===== config.mk =====
export PLATFORM = sky130hd
export DESIGN_NAME = rdmc_walker
export DESIGN_NICKNAME = d
export VERILOG_FILES = /design/src/rtl/core/rdmc_pkg.sv /design/src/rtl/core/rdmc_walker.sv
export SDC_FILE = /design/constraint.sdc
export NUM_CORES = 1
export LEC_CHECK = 0
export ABC_AREA = 1
export BUFFER_PORTS_ARGS = -buffer_cell sky130_fd_sc_hd__buf_2
export CAP_MARGIN = 20
export CORE_ASPECT_RATIO = 0.7
export CORE_UTILIZATION = 48
export DETAILED_ROUTE_END_ITERATION = 10
export PLACE_DENSITY = 0.78
export SYNTH_ARGS = -nofsm -noshare
export SYNTH_HDL_FRONTEND = slang
export SYNTH_SLANG_ARGS = --single-unit

===== constraint.sdc =====
create_clock -name vclk -period 5.5
set_input_delay 1.1 -clock vclk [all_inputs]
set_output_delay 1.1 -clock vclk [all_outputs]
set_load 0.02 [all_outputs]

===== src/rtl/core/rdmc_pkg.sv =====
// ----------------------------------------------------------------------------
// Maze carver package
// Widths, direction codes, direction orderings and shared types.
// ----------------------------------------------------------------------------
package rdmc_pkg;

    localparam int MAX_CELLS_PER_SIDE = 32;
    localparam int CFG_W              = 6;
    localparam int PICK_W             = 5;
    localparam int NEXT_W             = 3;
    localparam int OUT_W              = 6;
    localparam int DIR_W              = 2;
    localparam int EPOCH_W            = 8;
    localparam int NUM_ORDERS         = 24;

    localparam logic [CFG_W-1:0]  CFG_RESET = 6'd5;
    localparam logic [PICK_W-1:0] PICK_WRAP = 5'd24;

    typedef enum logic [DIR_W-1:0] {
        DIR_EAST  = 2'd0,
        DIR_SOUTH = 2'd1,
        DIR_WEST  = 2'd2,
        DIR_NORTH = 2'd3
    } t_dir;

    typedef enum logic [2:0] {
        S_CLEAR,
        S_IDLE,
        S_START,
        S_TRY,
        S_CHECK,
        S_POP
    } t_state;

    // one candidate move of the top frame
    typedef struct packed {
        t_dir             dir;
        logic             exhausted;
        logic             in_bounds;
        logic [OUT_W-1:0] wall_row;
        logic [OUT_W-1:0] wall_col;
        logic [OUT_W-1:0] cell_row;
        logic [OUT_W-1:0] cell_col;
    } t_step;

    // lexicographic orderings, position 0 in the low bits
    localparam logic [7:0] ORDER_TAB [NUM_ORDERS] = '{
        {2'd3, 2'd2, 2'd1, 2'd0}, {2'd2, 2'd3, 2'd1, 2'd0},
        {2'd3, 2'd1, 2'd2, 2'd0}, {2'd1, 2'd3, 2'd2, 2'd0},
        {2'd2, 2'd1, 2'd3, 2'd0}, {2'd1, 2'd2, 2'd3, 2'd0},
        {2'd3, 2'd2, 2'd0, 2'd1}, {2'd2, 2'd3, 2'd0, 2'd1},
        {2'd3, 2'd0, 2'd2, 2'd1}, {2'd0, 2'd3, 2'd2, 2'd1},
        {2'd2, 2'd0, 2'd3, 2'd1}, {2'd0, 2'd2, 2'd3, 2'd1},
        {2'd3, 2'd1, 2'd0, 2'd2}, {2'd1, 2'd3, 2'd0, 2'd2},
        {2'd3, 2'd0, 2'd1, 2'd2}, {2'd0, 2'd3, 2'd1, 2'd2},
        {2'd1, 2'd0, 2'd3, 2'd2}, {2'd0, 2'd1, 2'd3, 2'd2},
        {2'd2, 2'd1, 2'd0, 2'd3}, {2'd1, 2'd2, 2'd0, 2'd3},
        {2'd2, 2'd0, 2'd1, 2'd3}, {2'd0, 2'd2, 2'd1, 2'd3},
        {2'd1, 2'd0, 2'd2, 2'd3}, {2'd0, 2'd1, 2'd2, 2'd3}
    };

    function automatic logic [PICK_W-1:0] wrap_pick(input logic [PICK_W-1:0] p);
        return (p >= PICK_WRAP) ? p - PICK_WRAP : p;
    endfunction

    function automatic t_dir order_dir(input logic [PICK_W-1:0] pick,
                                       input logic [1:0]        pos);
        logic [7:0] row;
        row = ORDER_TAB[pick];
        return t_dir'(row[{pos, 1'b0} +: 2]);
    endfunction

endpackage


===== src/rtl/core/rdmc_walker.sv =====
// ----------------------------------------------------------------------------
// Maze carver neighbour step
// Picks the direction for the frame's next ordering position, checks it
// against the grid and works out the neighbour, wall and output coordinates.
// ----------------------------------------------------------------------------
module rdmc_walker #(
    parameter int  MAX_CELLS_PER_SIDE = rdmc_pkg::MAX_CELLS_PER_SIDE,
    localparam int CW = $clog2(MAX_CELLS_PER_SIDE),
    localparam int SW = $clog2(MAX_CELLS_PER_SIDE + 1)
) (
    input  logic [SW-1:0]               i_side,
    input  logic [CW-1:0]               i_row,
    input  logic [CW-1:0]               i_col,
    input  logic [rdmc_pkg::PICK_W-1:0] i_pick,
    input  logic [rdmc_pkg::NEXT_W-1:0] i_next,
    output logic [CW-1:0]               o_nb_row,
    output logic [CW-1:0]               o_nb_col,
    output rdmc_pkg::t_step             o_step
);

    logic [7:0]     w_row8, w_col8, w_side8, w_row2, w_col2;
    logic [7:0]     w_wall_row, w_wall_col, w_cell_row, w_cell_col;
    rdmc_pkg::t_dir w_dir;
    logic           w_inb;

    always_comb begin
        w_row8  = 8'(i_row);
        w_col8  = 8'(i_col);
        w_side8 = 8'(i_side);
        // grid coordinate of the cell itself: 2*idx+1
        w_row2  = {w_row8[6:0], 1'b0} + 8'd1;
        w_col2  = {w_col8[6:0], 1'b0} + 8'd1;
        w_dir   = rdmc_pkg::order_dir(i_pick, i_next[1:0]);

        w_inb      = 1'b0;
        o_nb_row   = i_row;
        o_nb_col   = i_col;
        w_wall_row = w_row2;
        w_wall_col = w_col2;
        w_cell_row = w_row2;
        w_cell_col = w_col2;

        case (w_dir)
            rdmc_pkg::DIR_EAST: begin
                w_inb      = (w_col8 + 8'd1) < w_side8;
                o_nb_col   = i_col + CW'(1);
                w_wall_col = w_col2 + 8'd1;
                w_cell_col = w_col2 + 8'd2;
            end
            rdmc_pkg::DIR_SOUTH: begin
                w_inb      = (w_row8 + 8'd1) < w_side8;
                o_nb_row   = i_row + CW'(1);
                w_wall_row = w_row2 + 8'd1;
                w_cell_row = w_row2 + 8'd2;
            end
            rdmc_pkg::DIR_WEST: begin
                w_inb      = (i_col != '0);
                o_nb_col   = i_col - CW'(1);
                w_wall_col = w_col2 - 8'd1;
                w_cell_col = w_col2 - 8'd2;
            end
            rdmc_pkg::DIR_NORTH: begin
                w_inb      = (i_row != '0);
                o_nb_row   = i_row - CW'(1);
                w_wall_row = w_row2 - 8'd1;
                w_cell_row = w_row2 - 8'd2;
            end
            default: begin
                w_inb = 1'b0;
            end
        endcase

        o_step.dir       = w_dir;
        o_step.exhausted = i_next[2];
        o_step.in_bounds = w_inb;
        o_step.wall_row  = w_wall_row[rdmc_pkg::OUT_W-1:0];
        o_step.wall_col  = w_wall_col[rdmc_pkg::OUT_W-1:0];
        o_step.cell_row  = w_cell_row[rdmc_pkg::OUT_W-1:0];
        o_step.cell_col  = w_cell_col[rdmc_pkg::OUT_W-1:0];
    end

endmodule


==> impl_metrics.toml <==
[outcome]
status = "complete, no violations"

[floorplan]
core-area_um2 = 3233
die_x_um = 72.64
dieArea_um2 = 3737
rows = 17
initial_core_util_pct = 51.86
die_h_um = 51.45
ioPinCount = 62

[yosys]
syn_inst = 267
synth_cell_type_count = 31
netlist_area_um2 = 1677
yosysWarnings = 0
syn_area_per_cell_um2 = 6.279
synth-seq-area-share_pct = 0

[route]
wl_per_cell_um = 11.83
wl_um = 4187
drc = 0
vias = 1807
drtIter0Drc = 144
firstDrtPassIters = 5
routed_via_density = 5.105
antenna_left = 0

[sta]
timing.final.ws_setup_ns = 0.4338
rsz0062_at_grt = "no"
finalSetupTns_ns = 0
setup_violations = 0
post-route-min-period_ns = 5.066
fin_crit_sh_pct = 92.11
max_freq_mhz = 197.4
slew_viol_final = 0
final-hold-violation-count = 0

[critical_path]
end_kind = "primary output"
crit_arrival_ns = 3.97
crit_fanout = 25
crit_start = "i_pick[1]"
crit_end = "o_step[11]"
cp-start-kind = "input pin"
required_ns = 4.40
crit_type = "in -> out"

[placement]
pre_cts_slack_ns = 0.3488
dp_hpwl_um = 3500
port_buffers = 58
gp_congestion = 0.9408

[cells_and_area]
clock_buffers = 0
syn2layout_area_growth_pct = 11.79
fillers = 354
nFlopsAndLatches = 0
seqCellArea_um2 = 0
fin_nets = 366
drive_above_1_share_pct = 27.04
antenna_cells = 0

[global_route]
grt_max_degree = 26
grt_pass1_wl_um = 6927
antenna_found_initial = 0
grt_pass1_vias = 1544
grt_overflow_total = 0
groute.usage.overall_pct = 22.94

[pwr]
p_per_area_nw_per_um2 = 154.3
finalPower_mw = 0.2893
peakVddDrop_mv = 0.08730
leakage_nw = 1.085

[cts]
hold_buffers = 0

[hold_path]
min_from = "i_next[2]"
hold_class = "in -> out"
hold_depth = 0

[job]
maxCapViolCount = 0
[critical path, stage by stage]
cell	delay [ns]
buf_2	0.14
inv_1	0.16
ha_1	0.35
inv_1	0.05
nand2_1	0.07
nand3_1	0.08
nand3_1	0.12
nand2_1	0.07
nand3_2	0.11
nand2_8	0.14
nor2_2	0.25
inv_1	0.10
fa_1	0.42
nor2_1	0.13
o21ai_0	0.09
nand2_1	0.09
xnor2_1	0.06
o21ai_0	0.22
buf_2	0.21
[kinds of logic (layout without fill, tap and decap cells)]
family                     Yosys count  in the layout  synth area share, %
adders and majority gates           33             33                25.52
buffers and inverters               62            101                19.70
AOI/OAI and AO/OA                   44             44                14.93
other                                1              2               0.2237
and+or+nand+nor                    116            116                33.88
xor gates and xnor gates            11             11                5.746
[report_power, final]
part	internal [mW]	leakage (nW)	switching, mW
Sequential	0	0	0
Combinational	0.0960	1.08	0.193
Clock	0	0	0
Total	0.0960	1.08	0.193
[metrics by stage]
stage | instance area, µm² | hold slack, ns | std cells | util [%]
finish | 1874 | 2.200 | 354 | 57.97
global route | 1874 | 2.200 | 354 | 57.97
CTS | 1872 | 2.200 | 354 | 57.89
floorplan | 1680 | 2.313 | 268 | -
detailed placement | 1872 | 2.200 | 354 | 57.89
global placement | 1872 | 2.200 | 354 | 57.89
[synth_stat cells, types with 2 or more instances]
cell      count  area (µm²)
nand3_2       3       30.03
o221ai_1      2       17.52
o21ai_1       3       15.01
ha_1         31       387.9
nand2_1      56       210.2
nor2_1       18       67.56
o21ai_0      19       95.09
xor2_1       10       87.58
nand4_1       3       18.77
inv_2         3       11.26
inv_1        37       138.9
nand2_8       2       40.04
nand2_4       2       22.52
buf_6         4       45.04
nand3_1      20       100.1
nor2_2        3       18.77
buf_4        16       120.1
o31ai_1       2       15.01
nand2_2       6       37.54
fa_1          2       40.04
a21oi_1      15       75.07
[area by class of cell]
cell class / instances / area, µm² / area share [%]
multi-input cells: 206 / 1353 / 72.16
repair buffers: 59 / 297.8 / 15.89
inverters: 42 / 165.2 / 8.812
well taps: 47 / 58.81 / 3.138
[worst min-delay path by stage]
stage	end	slack (ns)
2_1_floorplan	o_step[25]	2.31
3_3_place_gp	o_step[25]	2.20
3_5_place_dp	o_step[25]	2.20
4_1_cts	o_step[25]	2.20
5_1_grt	o_step[25]	2.20
6_report	o_step[25]	2.20
[layer usage]
metal	global-route usage [%]	wire length, µm
met4	1.307	23
met2	35.83	1736
met5	0	0
met1	35.64	2130
met3	1.183	297
[repair_timing]
item | CTS | global route
setup buffers | 0 | 0
endpoints found under the setup margin | 0 | 2
resized for setup | 0 | 1
[cell usage in the layout, fill, tap and decap left out, types with 4 or more instances in the layout]
master,synthesis,final
nand2_2,6,6
nand2_1,56,56
o21ai_0,19,19
inv_1,37,37
nor2_1,18,17
nor2_2,3,4
a21oi_1,15,15
ha_1,31,31
xor2_1,10,10
buf_2,0,58
nand3_1,20,20
(Power assumes the default switching activity.)
